**config.mk**
```make
export PLATFORM = sky130hd
export DESIGN_NAME = ceq_ctrl
export DESIGN_NICKNAME = d
export VERILOG_FILES = /design/src/rtl/assert_macros.svh /design/src/rtl/ceq_pkg.sv /design/src/rtl/ceq_ctrl.sv
export SDC_FILE = /design/constraint.sdc
export NUM_CORES = 1
export LEC_CHECK = 0
export BUFFER_PORTS_ARGS = -buffer_cell sky130_fd_sc_hd__buf_2
export CELL_PAD_IN_SITES_DETAIL_PLACEMENT = 0
export CELL_PAD_IN_SITES_GLOBAL_PLACEMENT = 1
export CORE_ASPECT_RATIO = 0.8
export CORE_UTILIZATION = 32
export CTS_BUF_LIST = sky130_fd_sc_hd__clkbuf_2 sky130_fd_sc_hd__clkbuf_4 sky130_fd_sc_hd__clkbuf_8
export CTS_CLUSTER_DIAMETER = 60
export CTS_CLUSTER_SIZE = 24
export DETAILED_ROUTE_END_ITERATION = 10
export PLACE_DENSITY_LB_ADDON = 0.2
export SETUP_SLACK_MARGIN = 0.05
export SLEW_MARGIN = 30
export SYNTH_ARGS = -nofsm -noshare
export SYNTH_HDL_FRONTEND = slang
export SYNTH_SLANG_ARGS = --single-unit
```
**constraint.sdc**
```tcl
create_clock -name clk_i -period 1.5 [get_ports clk_i]
set_input_delay 0.15 -clock clk_i [delete_from_list [all_inputs] [get_ports clk_i]]
set_output_delay 0.15 -clock clk_i [all_outputs]
set_load 0.03 [all_outputs]
```
**src/rtl/assert_macros.svh**
```systemverilog
// Assertion macros shared by the event queue RTL.
`ifndef ASSERT_MACROS_SVH
`define ASSERT_MACROS_SVH
// Implication checked on every rising clock edge outside reset.
`define ASSERT_IMPL(label, clk, rst_n, ante, cons, msg) \
  label: assert property (@(posedge clk) disable iff (!rst_n) (ante) |-> (cons)) \
    else $error(msg);
// Next-cycle implication checked outside reset.
`define ASSERT_NEXT(label, clk, rst_n, ante, cons, msg) \
  label: assert property (@(posedge clk) disable iff (!rst_n) (ante) |=> (cons)) \
    else $error(msg);
`endif

```
**src/rtl/ceq_pkg.sv**
```systemverilog
// Types and constants for the coalescing event queue.
package ceq_pkg;
  localparam int unsigned KeyW = 64;
  localparam int unsigned RepW = 32;
  localparam int unsigned EntW = KeyW + 1 + RepW;
  localparam logic [RepW-1:0] RepMax = '1;

  typedef enum logic [1:0] {
    CMD_PUSH  = 2'd0,
    CMD_POP   = 2'd1,
    CMD_CLEAR = 2'd2,
    CMD_NONE  = 2'd3
  } cmd_e;

  typedef enum logic [2:0] {
    ST_MERGED   = 3'd0,
    ST_APPENDED = 3'd1,
    ST_REPLACED = 3'd2,
    ST_DROPPED  = 3'd3,
    ST_POPPED   = 3'd4,
    ST_EMPTY    = 3'd5,
    ST_CLEARED  = 3'd6
  } status_e;

  typedef enum logic [3:0] {
    S_IDLE,
    S_DISPATCH,
    S_SCAN_RD,
    S_SCAN_CHK,
    S_VIC_RD,
    S_VIC_CHK,
    S_MERGE_WR,
    S_POP_RD,
    S_OUT
  } state_e;

  // Controller to datapath.
  typedef struct packed {
    logic    load_in;     // capture the input transaction
    logic    pos_init_scan;
    logic    pos_init_vic;
    logic    pos_step;    // scan: move older; victim: move newer
    logic    rd_pos;      // read slot at current position
    logic    rd_oldest;   // read slot at oldest index
    logic    wr_merge;    // write back read entry with repeat + 1, saturating at RepMax
    logic    wr_append;
    logic    wr_replace;
    logic    wr_drop;
    logic    do_pop;
    logic    do_clear;
    logic    set_res;
    status_e res_status;
    logic    res_entry;   // key, flag, repeat from read data
    logic    res_rep;     // repeat + 1 (saturating at RepMax) only
  } ctl_t;

  // Datapath to controller.
  typedef struct packed {
    cmd_e cmd;
    logic empty;
    logic full;
    logic scan_left;   // more scan positions remain after this one
    logic vic_left;
    logic key_hit;
    logic flag_clear;  // read entry is uninteresting
    logic flag_in;
    logic out_taken;
  } sts_t;
endpackage

```
**src/rtl/ceq_ctrl.sv**
```systemverilog
// Controller state machine for the coalescing event queue.
module ceq_ctrl (
  input  logic           clk_i,
  input  logic           rst_ni,
  input  logic           in_valid_i,
  output logic           in_ready_o,
  input  ceq_pkg::sts_t  sts_i,
  output ceq_pkg::ctl_t  ctl_o
);
  ceq_pkg::state_e state_q, state_d;

  always_ff @(posedge clk_i or negedge rst_ni) begin
    if (!rst_ni) state_q <= ceq_pkg::S_IDLE;
    else         state_q <= state_d;
  end

  always_comb begin
    state_d = state_q;
    ctl_o = '0;
    ctl_o.res_status = ceq_pkg::ST_EMPTY;
    in_ready_o = 1'b0;
    case (state_q)
      ceq_pkg::S_IDLE: begin
        in_ready_o = 1'b1;
        if (in_valid_i) begin
          ctl_o.load_in = 1'b1;
          state_d = ceq_pkg::S_DISPATCH;
        end
      end
      // Dispatch on the captured command.
      ceq_pkg::S_DISPATCH: begin
        case (sts_i.cmd)
          ceq_pkg::CMD_PUSH: begin
            if (sts_i.empty) begin
              ctl_o.wr_append = 1'b1;
              ctl_o.set_res = 1'b1;
              ctl_o.res_status = ceq_pkg::ST_APPENDED;
              state_d = ceq_pkg::S_OUT;
            end else begin
              ctl_o.pos_init_scan = 1'b1;
              state_d = ceq_pkg::S_SCAN_RD;
            end
          end
          ceq_pkg::CMD_POP: begin
            if (sts_i.empty) begin
              ctl_o.set_res = 1'b1;
              ctl_o.res_status = ceq_pkg::ST_EMPTY;
              state_d = ceq_pkg::S_OUT;
            end else begin
              ctl_o.rd_oldest = 1'b1;
              state_d = ceq_pkg::S_POP_RD;
            end
          end
          ceq_pkg::CMD_CLEAR: begin
            ctl_o.do_clear = 1'b1;
            ctl_o.set_res = 1'b1;
            ctl_o.res_status = ceq_pkg::ST_CLEARED;
            state_d = ceq_pkg::S_OUT;
          end
          default: begin
            ctl_o.set_res = 1'b1;
            ctl_o.res_status = ceq_pkg::ST_EMPTY;
            state_d = ceq_pkg::S_OUT;
          end
        endcase
      end
      // Scan: read newest-first.
      ceq_pkg::S_SCAN_RD: begin
        ctl_o.rd_pos = 1'b1;
        state_d = ceq_pkg::S_SCAN_CHK;
      end
      ceq_pkg::S_SCAN_CHK: begin
        if (sts_i.key_hit) begin
          state_d = ceq_pkg::S_MERGE_WR;
        end else if (sts_i.scan_left) begin
          ctl_o.pos_step = 1'b1;
          state_d = ceq_pkg::S_SCAN_RD;
        end else if (!sts_i.full) begin
          ctl_o.wr_append = 1'b1;
          ctl_o.set_res = 1'b1;
          ctl_o.res_status = ceq_pkg::ST_APPENDED;
          state_d = ceq_pkg::S_OUT;
        end else if (sts_i.flag_in) begin
          ctl_o.pos_init_vic = 1'b1;
          state_d = ceq_pkg::S_VIC_RD;
        end else begin
          ctl_o.wr_drop = 1'b1;
          ctl_o.set_res = 1'b1;
          ctl_o.res_status = ceq_pkg::ST_DROPPED;
          state_d = ceq_pkg::S_OUT;
        end
      end
      ceq_pkg::S_MERGE_WR: begin
        ctl_o.wr_merge = 1'b1;
        ctl_o.set_res = 1'b1;
        ctl_o.res_rep = 1'b1;
        ctl_o.res_status = ceq_pkg::ST_MERGED;
        state_d = ceq_pkg::S_OUT;
      end
      // Victim search: read oldest-first.
      ceq_pkg::S_VIC_RD: begin
        ctl_o.rd_pos = 1'b1;
        state_d = ceq_pkg::S_VIC_CHK;
      end
      ceq_pkg::S_VIC_CHK: begin
        if (sts_i.flag_clear) begin
          ctl_o.wr_replace = 1'b1;
          ctl_o.set_res = 1'b1;
          ctl_o.res_status = ceq_pkg::ST_REPLACED;
          state_d = ceq_pkg::S_OUT;
        end else if (sts_i.vic_left) begin
          ctl_o.pos_step = 1'b1;
          state_d = ceq_pkg::S_VIC_RD;
        end else begin
          ctl_o.wr_drop = 1'b1;
          ctl_o.set_res = 1'b1;
          ctl_o.res_status = ceq_pkg::ST_DROPPED;
          state_d = ceq_pkg::S_OUT;
        end
      end
      ceq_pkg::S_POP_RD: begin
        ctl_o.do_pop = 1'b1;
        ctl_o.set_res = 1'b1;
        ctl_o.res_entry = 1'b1;
        ctl_o.res_status = ceq_pkg::ST_POPPED;
        state_d = ceq_pkg::S_OUT;
      end
      ceq_pkg::S_OUT: begin
        if (sts_i.out_taken) state_d = ceq_pkg::S_IDLE;
      end
      default: state_d = ceq_pkg::S_IDLE;
    endcase
  end
endmodule

```
==> reports/qor.yml, run 1 <==
synthesis:
  avgSynthCellArea_sq_um: 7.49
  synth_cell_types: 34
  ys_seq_elements: 4
  ys_warn_count: 0
  syn-num-nets: 107
  syn-cell-area_sq_um: 659
  synthCells: 88
  ys_seq_area_share_pct: 15.2
timing:
  drv_slew: 0
  worst_slack_ns: -0.174
  grt_setup_unrepaired: "true"
  post-route-period-util_pct: 112
  timing.slew.headroom_pct: 79.6
  worst_slew_pin_slew_ns: 0.301
  final.setup_skew_ns: 0.000572
  min_period_ns: 1.67
  hold_viol_final: 0
  hold_ws_ns: 0.256
  fmax_mhz: 597
  setup_violations: 11
flow_run:
  maxCapViolCount: 0
power_and_ir_drop:
  power_density_mw_per_mm2: 1670
  ir_drop_v: 0.00119
  p_leak_uw: 0.000582
  power_uw: 1970
critical_path:
  startpoint_type: "flop"
  reg2reg_slack_ns: -0.13
  worst_ep_arrival_time_ns: 1.52
  endpoint_kind: "primary output"
  crit_buf_inv: 1
  cp_data_required_time_ns: 1.35
  max_stage_delay_ns: 0.44
  critPathKind: "reg2out"
  worstPathCellList: "and4bb_4 -> nand4b_1 -> o211ai_1 -> buf_4"
  cp_max_fo: 6
  cpLargestDelayFamily: "simple AND/OR/NAND/NOR gates"
  crit_slowest_cell: "dfrtp_2"
floorplan:
  die_w_um: 52.8
  rows: 14
  die_area_sq_mm: 0.00225
  dieHeight_um: 42.6
  io_pins: 32
  initial_utilization_pct: 34.5
  coreArea_sq_mm: 0.00191
status:
  status: "finished with violations"
  violations: "setup timing"
global_route:
  gr-total-overflow: 0
  grt_pass1_vias: 761
  antenna_found_initial: 0
  grt_pass1_wl_mm: 3.47
  grt_use_total_pct: 20.5
  grt_max_degree: 8
worst_hold_path:
  min_path_type: "in2async"
routing:
  drtIter0Drc: 13
  drt-vias-per-instance: 4.96
  wl_per_cell_um: 12.9
  vias: 818
  dr.pass1.iters: 4
  drc: 0
  ant_nets: 0
  routed_wl_mm: 2.13
clocking:
  cts.sinks: 4
  cts-buffers-inserted: 3
  clk_pin_slew_ns: 0.03
  worst_skew_pair.late_latency_ns: 0.23
  cts_tree: "done"
  cts_root_buf: "clkbuf_4"
  htreeDepth: 1
  clk_path_buf_depth: 2
final_layout:
  antenna_cells: 0
  regMostFlops: "state_q"
  final_cell_mix: "buf_4 (28), buf_2 (13), buf_6 (13)"
  area_growth_pct: 79.1
  largest_reg_flops: 4
  drive_above_1_share_pct: 54.6
  reg.largest.list: "state_q: 4 flops"
  layout.nets: 162
  n_fill_cell: 179
  final_common_cell: "buf_4"
placed_design:
  hpwl_mm: 1.60
  port_buffers: 31
  globalplace.congestion: 0.854
==> routing by layer <==
layer  part of all wire, %  up-vias  global-route usage, %
met5                     0        -                      0
met1                    48      368                   32.2
met3                   6.8        0                   1.45
met4                     0        0                   4.74
met2                    46       32                   29.9
li1                      -      418                      -
==> cell usage after synthesis <==
| cell type | count | area share (%) |
|---|---|---|
| o311ai_1 | 1 | 1.3 |
| and4bb_4 | 1 | 2.5 |
| inv_1 | 4 | 2.3 |
| nand3_1 | 2 | 1.5 |
| mux2i_1 | 1 | 1.5 |
| o21ba_1 | 1 | 1.5 |
| buf_4 | 5 | 5.7 |
| nand2b_1 | 5 | 4.7 |
| nor3_1 | 4 | 3.0 |
| a2111o_1 | 1 | 1.7 |
| and2_1 | 2 | 1.9 |
| nor3b_2 | 1 | 1.9 |
| a221o_1 | 1 | 1.5 |
| and4bb_1 | 1 | 1.9 |
| a211o_1 | 1 | 1.3 |
| dfrtp_1 | 4 | 15 |
| a21oi_1 | 5 | 3.8 |
| nand2_1 | 10 | 5.7 |
| nor2b_1 | 3 | 2.8 |
| ha_1 | 6 | 11 |
| o32a_1 | 1 | 1.5 |
| xnor2_1 | 1 | 1.3 |
| o31ai_1 | 1 | 1.1 |
| nor4_1 | 1 | 0.95 |
| buf_6 | 1 | 1.7 |
| nor3b_1 | 2 | 2.3 |
| and3_1 | 2 | 1.9 |
| nand4b_1 | 1 | 1.3 |
| nand3b_1 | 1 | 1.1 |
| nor4_2 | 1 | 1.9 |
| nor2_1 | 9 | 5.1 |
| o21ai_0 | 4 | 3.0 |
| o21ai_1 | 3 | 2.3 |
| o211ai_1 | 1 | 1.1 |
==> power breakdown <==
group          leakage [uW]  total, uW  internal (uW)  switching, uW
Sequential        0.0000471        249            165           83.6
Combinational      0.000521       1600            792            805
Clock             0.0000138        126           89.0           36.8
Total              0.000582       1970           1050            925
==> final timing paths <==
kind | start | endpoint | depth (start not counted)
max | state_q[3]$_DFFE_PN0P_ | ctl_o[3] | 4
min | rst_ni | state_q[1]$_DFFE_PN0P_ | 2
max reg2reg | state_q[1]$_DFFE_PN0P_ | state_q[3]$_DFFE_PN0P_ | 7
min reg2reg | state_q[3]$_DFFE_PN0P_ | state_q[0]$_DFFE_PN0P_ | 2
max in group asynchronous | rst_ni | state_q[3]$_DFFE_PN0P_ | 2
min in group clk_i | sts_i[3] | state_q[2]$_DFFE_PN0P_ | 3
==> cell families after synthesis <==
logic type	count (synthesis)	share of synthesized area, %
AOI/OAI and AO/OA	20	20.3
xor gates and xnor gates	1	1.33
adders and majority gates	6	11.4
buffers and inverters	10	9.68
DFF	4	15.2
muxes	1	1.52
and+or+nand+nor	46	40.6
==> stage by stage <==
stage | cell area (sq um) | util, % | setup WS, ns | TNS [ns] | std cells
finish | 1180 | 61.9 | -0.174 | -1.14 | 165
global route | 1180 | 61.9 | -0.222 | -2.05 | 165
detailed placement | 945 | 49.5 | 0.0261 | 0 | 153
global placement | 945 | 49.5 | 0.0275 | 0 | 153
CTS | 1130 | 59.4 | -0.149 | -0.972 | 163
floorplan | 688 | - | 0.0142 | 0 | 88
==> what timing repair did <==
action	in CTS	in global routing
gates resized for setup	36	12
pin swaps	3	6
hold buffers	1	0
endpoints found under the setup margin	19	20
hold endpoints to repair	4	0
gates cloned	0	0
setup buffers	6	2
==> area by class of cell <==
cell class	count	area (sq um)	share of cell area (%)
inverter	4	15.0	1.27
tap	24	30.0	2.54
timing repair buffer	56	439	37.2
clock buffer	3	22.5	1.91
multi-input combinational	74	569	48.2
sequential	4	105	8.90
(Power assumes the default switching activity.)
==> inputs of run 2 (changes only) <==
--- a/config.mk
+++ b/config.mk
@@ -14,8 +14,10 @@
 export CTS_CLUSTER_DIAMETER = 60
 export CTS_CLUSTER_SIZE = 24
 export DETAILED_ROUTE_END_ITERATION = 10
+export GPL_TIMING_DRIVEN = 0
 export PLACE_DENSITY_LB_ADDON = 0.2
 export SETUP_SLACK_MARGIN = 0.05
+export SKIP_CTS_REPAIR_TIMING = 1
 export SLEW_MARGIN = 30
 export SYNTH_ARGS = -nofsm -noshare
 export SYNTH_HDL_FRONTEND = slang
==> run 2 against run 1 <==
- the run still ends with setup timing left
- first-iteration DRC count is 69% higher
- critical endpoint is now ctl_o[4]
- clock power about the same
- critical path type unchanged
- total power grew 1.5%
- wire length is 3.9% higher
- utilization fell by 2.0 points
- hold slack worse by 0.0053 ns
==> reports/qor.yml, run 2 (synthesized netlist as in run 1, its figures left out) <==
critical_path:
  worstSetupStartpoint: "state_q[3]$_DFFE_PN0P_"
  worst_ep_arrival_time_ns: 1.55
  critPathKind: "reg2out"
  worst_r2r_path_depth: 5
  cp_data_required_time_ns: 1.35
  startpoint_type: "flop"
  cp_max_fo: 5
  r2r_end: "state_q[3]$_DFFE_PN0P_"
  endpoint: "ctl_o[4]"
  endpoint_kind: "primary output"
  r2r_start: "state_q[0]$_DFFE_PN0P_"
  reg2reg_slack_ns: 0.09
power_and_ir_drop:
  p_leak_uw: 0.000557
  power_density_mw_per_mm2: 1750
  ir_drop_v: 0.00105
  power_uw: 2000
floorplan:
  coreArea_sq_mm: 0.00191
  die_area_sq_mm: 0.00225
  initial_utilization_pct: 34.5
  dieHeight_um: 42.6
  io_pins: 32
  die_w_um: 52.8
  rows: 14
placed_design:
  hpwl_mm: 1.45
  numPlacedInstances: 143
  place_area_sq_um: 873
  port_buffers: 31
  globalplace.congestion: 0.815
timing:
  hold_viol_final: 0
  post-route-period-util_pct: 113
  timing.slew.headroom_pct: 68.4
  min_period_ns: 1.70
  setup_tns_ns: -1.48
  hold_ws_ns: 0.251
  setup_violations: 15
  drv_slew: 0
  worst_slack_ns: -0.202
  final.setup_skew_ns: 0.000772
  worst_slew_pin_slew_ns: 0.472
  fmax_mhz: 588
  grt_setup_unrepaired: "true"
clocking:
  cts_tree: "done"
  cts-buffers-inserted: 3
  htreeDepth: 1
  worst_skew_pair.late_latency_ns: 0.23
  cts.sinks: 4
  clk_pin_slew_ns: 0.04
  cts_root_buf: "clkbuf_4"
  clk_path_buf_depth: 2
global_route:
  grt_pass1_vias: 625
  grt_use_total_pct: 17.1
  gr-total-overflow: 0
  antenna_found_initial: 0
  grt_max_degree: 11
  grt_pass1_wl_mm: 2.88
final_layout:
  regMostFlops: "state_q"
  final_area_sq_mm: 0.00114
  layout.nets: 157
  largest_reg_flops: 4
  drive_above_1_share_pct: 55.1
  antenna_cells: 0
  reg.largest.list: "state_q: 4 flops"
  final_common_cell: "buf_4"
  area_growth_pct: 73.4
  instances_no_fill: 160
  final_cell_mix: "buf_4 (21), buf_2 (17), buf_6 (9)"
routing:
  drc: 0
  drt-vias-per-instance: 5.20
  ant_nets: 0
  vias: 832
  dr.pass1.iters: 4
  wl_per_cell_um: 13.8
  drtIter0Drc: 22
  routed_wl_mm: 2.21
status:
  status: "finished with violations"
  violations: "setup timing"
worst_hold_path:
  min_path_type: "in2async"
flow_run:
  maxCapViolCount: 0
## run 2: changes by cell type in the layout (fill, tap and decap cells not counted), moves of 2 or more
cell	delta
dfrtp_2	-2
buf_6	-4
buf_2	+4
nor3b_2	+2
dfrtp_1	+2
nand2_2	+2
nand2_1	-2
buf_4	-7
## run 2: critical path, cell delays in order (launching register included)
cell and delay (ns):
dfrtp_1 0.40, buf_6 0.15, nor3b_2 0.05, o21ai_1 0.13, a21oi_1 0.08, a2111o_1 0.36
buf_6 0.15
## run 2: metal layers
metal / track usage [%] / up-vias / wire (um)
met2: 23.0 / 32 / 1050
li1: - / 410 / -
met1: 27.1 / 388 / 1020
met3: 2.17 / 2 / 126
met4: 5.79 / 0 / 17
met5: 0 / - / 0
## run 2: power breakdown
group	total (uW)	leakage (uW)	internal [uW]	switching, uW
Clock	128	0.0000138	89.2	39.0
Sequential	250	0.0000501	161	89.5
Combinational	1620	0.000493	789	834
Total	2000	0.000557	1040	963
## run 2: worst min-delay path by stage
stage,startpoint,endpoint,slack [ns],cells after the start
5_1_grt,rst_ni,state_q[3]$_DFFE_PN0P_,0.24,2
6_report,rst_ni,state_q[3]$_DFFE_PN0P_,0.25,2
3_5_place_dp,rst_ni,state_q[0]$_DFFE_PN0P_,-0.04,1
3_3_place_gp,rst_ni,state_q[2]$_DFFE_PN0P_,-0.05,1
4_1_cts,rst_ni,state_q[3]$_DFFE_PN0P_,-0.29,1
2_1_floorplan,rst_ni,state_q[0]$_DFFE_PN0P_,-0.15,0
## run 2: through the flow
stage	setup WS (ns)	utilization, %
final	-0.202	59.9
after global routing	-0.252	59.9
after CTS	-0.448	46.9
after detailed placement	-0.193	45.7
after global placement	-0.196	45.7
after floorplan	0.0142	-
## run 2: area by class of cell
| class | count | area [sq um] |
|---|---|---|
| timing repair buffer | 45 | 333 |
| multi-input combinational | 74 | 577 |
| clock buffer | 3 | 22.5 |
| sequential | 4 | 103 |
| tap | 24 | 30.0 |
| fill | 180 | 766 |
| inverter | 4 | 15.0 |
| buffer | 6 | 63.8 |
==> inputs of run 3 (changes only) <==
--- a/config.mk
+++ b/config.mk
@@ -18,6 +18,7 @@
 export PLACE_DENSITY_LB_ADDON = 0.2
 export SETUP_SLACK_MARGIN = 0.05
 export SKIP_CTS_REPAIR_TIMING = 1
+export SKIP_LAST_GASP = 1
 export SLEW_MARGIN = 30
 export SYNTH_ARGS = -nofsm -noshare
 export SYNTH_HDL_FRONTEND = slang
==> run 3 against run 2 <==
- cell count stayed put
- highest routed layer unchanged
- clock power barely moved
- wire length is 1.7% lower
- hold slack is essentially flat
- critical endpoint unchanged
- the flow still finishes with violations (setup timing)
- clock-buffer cell count is the same
- utilization shrank 0.20 points
- largest cell class unchanged
==> reports/qor.yml, run 3 (synthesized netlist as in run 1, its figures left out) <==
status:
  status: "finished with violations"
  violations: "setup timing"
placed_design:
  port_buffers: 31
  globalplace.congestion: 0.815
  hpwl_mm: 1.45
clocking:
  clk_path_buf_depth: 2
  cts_root_buf: "clkbuf_4"
  cts.sinks: 4
  cts-buffers-inserted: 3
  clk_pin_slew_ns: 0.04
  worst_skew_pair.late_latency_ns: 0.23
  cts_tree: "done"
  htreeDepth: 1
power_and_ir_drop:
  clockPowerShare_pct: 6.5
  p_sw_share_pct: 48.1
  p_sw_uw: 954
  pwr-share-seq_pct: 12.4
  p_leak_uw: 0.000556
  ir_drop_v: 0.00103
  power_frac_comb_pct: 81.1
  power_density_mw_per_mm2: 1740
  p_int_uw: 1030
timing:
  setup_violations: 15
  worst_slew_pin_slew_ns: 0.468
  drv_slew: 0
  grt_setup_unrepaired: "true"
  final.setup_skew_ns: 0.000772
  min_period_ns: 1.69
  hold_viol_final: 0
  setup_tns_ns: -1.46
  timing.slew.headroom_pct: 68.7
  worst_slack_ns: -0.190
  post-route-period-util_pct: 113
  fmax_mhz: 592
floorplan:
  die_area_sq_mm: 0.00225
  dieHeight_um: 42.6
  initial_utilization_pct: 34.5
  die_w_um: 52.8
  coreArea_sq_mm: 0.00191
  io_pins: 32
  rows: 14
global_route:
  grt_most_used_layer: "met1"
  grt_max_degree: 11
  globalRouteMet1Util_pct: 27.1
  antenna_found_initial: 0
  met2_usage_pct: 23.0
  grt_pass1_vias: 625
  gr-total-overflow: 0
  grt_use_total_pct: 17.1
  use_met3_pct: 2.17
  grt_pass1_wl_mm: 2.88
worst_hold_path:
  min_path_type: "in2async"
critical_path:
  r2r_end: "state_q[3]$_DFFE_PN0P_"
  cp_data_required_time_ns: 1.35
  startpoint_type: "flop"
  critPathKind: "reg2out"
  endpoint_kind: "primary output"
  worst_r2r_path_depth: 5
  reg2reg_slack_ns: 0.11
  worst_ep_arrival_time_ns: 1.54
  worstSetupStartpoint: "state_q[2]$_DFFE_PN0P_"
  cp_max_fo: 9
  r2r_start: "state_q[1]$_DFFE_PN0P_"
routing:
  vias: 823
  drc: 0
  ant_nets: 0
  drt-vias-per-instance: 5.14
  routed_wl_mm: 2.18
  dr.pass1.iters: 4
  drtIter0Drc: 21
  wl_per_cell_um: 13.6
final_layout:
  regMostFlops: "state_q"
  reg.largest.list: "state_q: 4 flops"
  drive_above_1_share_pct: 55.1
  final_cell_mix: "buf_4 (22), buf_2 (17), nand2_1 (8), buf_6 (8), nor2_1 (7)"
  antenna_cells: 0
  layout.nets: 157
  largest_reg_flops: 4
  n_fill_cell: 177
  utilization_pct: 59.7
  final_common_cell: "buf_4"
  area_growth_pct: 72.9
flow_run:
  maxCapViolCount: 0
[run 3: cell counts in the layout (fill, tap and decap cells not counted)]
No cell type changed its count.
[run 3: area by class of cell]
type                       count  area (sq um)  area share (%)
multi-input combinational     74           577            50.6
timing repair buffer          45           333            29.2
sequential                     4           103            9.00
buffer                         6          60.1            5.27
tap                           24          30.0            2.63
clock buffer                   3          22.5            1.98
inverter                       4          15.0            1.32
[run 3: worst max-delay path, stage by stage (launching register included)]
cell and delay (ns):
dfrtp_1 0.43, buf_6 0.18, and3_1 0.16, a21oi_1 0.04
a2111o_1 0.36, buf_6 0.15
[run 3: per-stage QoR]
| stage | area, sq um | hold WS [ns] | std cells | power, uW | worst slack, ns |
|---|---|---|---|---|---|
| 2_1_floorplan | 688 | -0.146 | 88 | 1090 | 0.0142 |
| 3_3_place_gp | 873 | -0.0464 | 143 | 1340 | -0.196 |
| 3_5_place_dp | 873 | -0.0443 | 143 | 1340 | -0.193 |
| 4_1_cts | 896 | -0.293 | 146 | 1480 | -0.448 |
| 5_1_grt | 1140 | 0.244 | 160 | 2090 | -0.254 |
| 6_report | 1140 | 0.251 | 160 | 1990 | -0.190 |
[run 3: power by group through the flow]
stage	logic, uW	registers [uW]	clock network [uW]
floorplan	885	200	0
global placement	1120	217	0
finish	1610	247	128
CTS	1130	217	136
global route	1700	252	142
detailed placement	1130	218	0
[run 3: worst max path at each step]
stage / to / slack [ns] / cells after the start
2_1_floorplan: ctl_o[11] / 0.01 / 3
3_3_place_gp: ctl_o[10] / -0.20 / 5
3_5_place_dp: ctl_o[3] / -0.19 / 5
4_1_cts: ctl_o[3] / -0.45 / 5
5_1_grt: ctl_o[4] / -0.25 / 6
6_report: ctl_o[4] / -0.19 / 5
[run 3: per-layer routing]
metal  vias to the layer above  wire [um]
met3                         4         87
met4                         0         32
met1                       383       1060
met2                        25        997
li1                        411          -
met5                         -          0
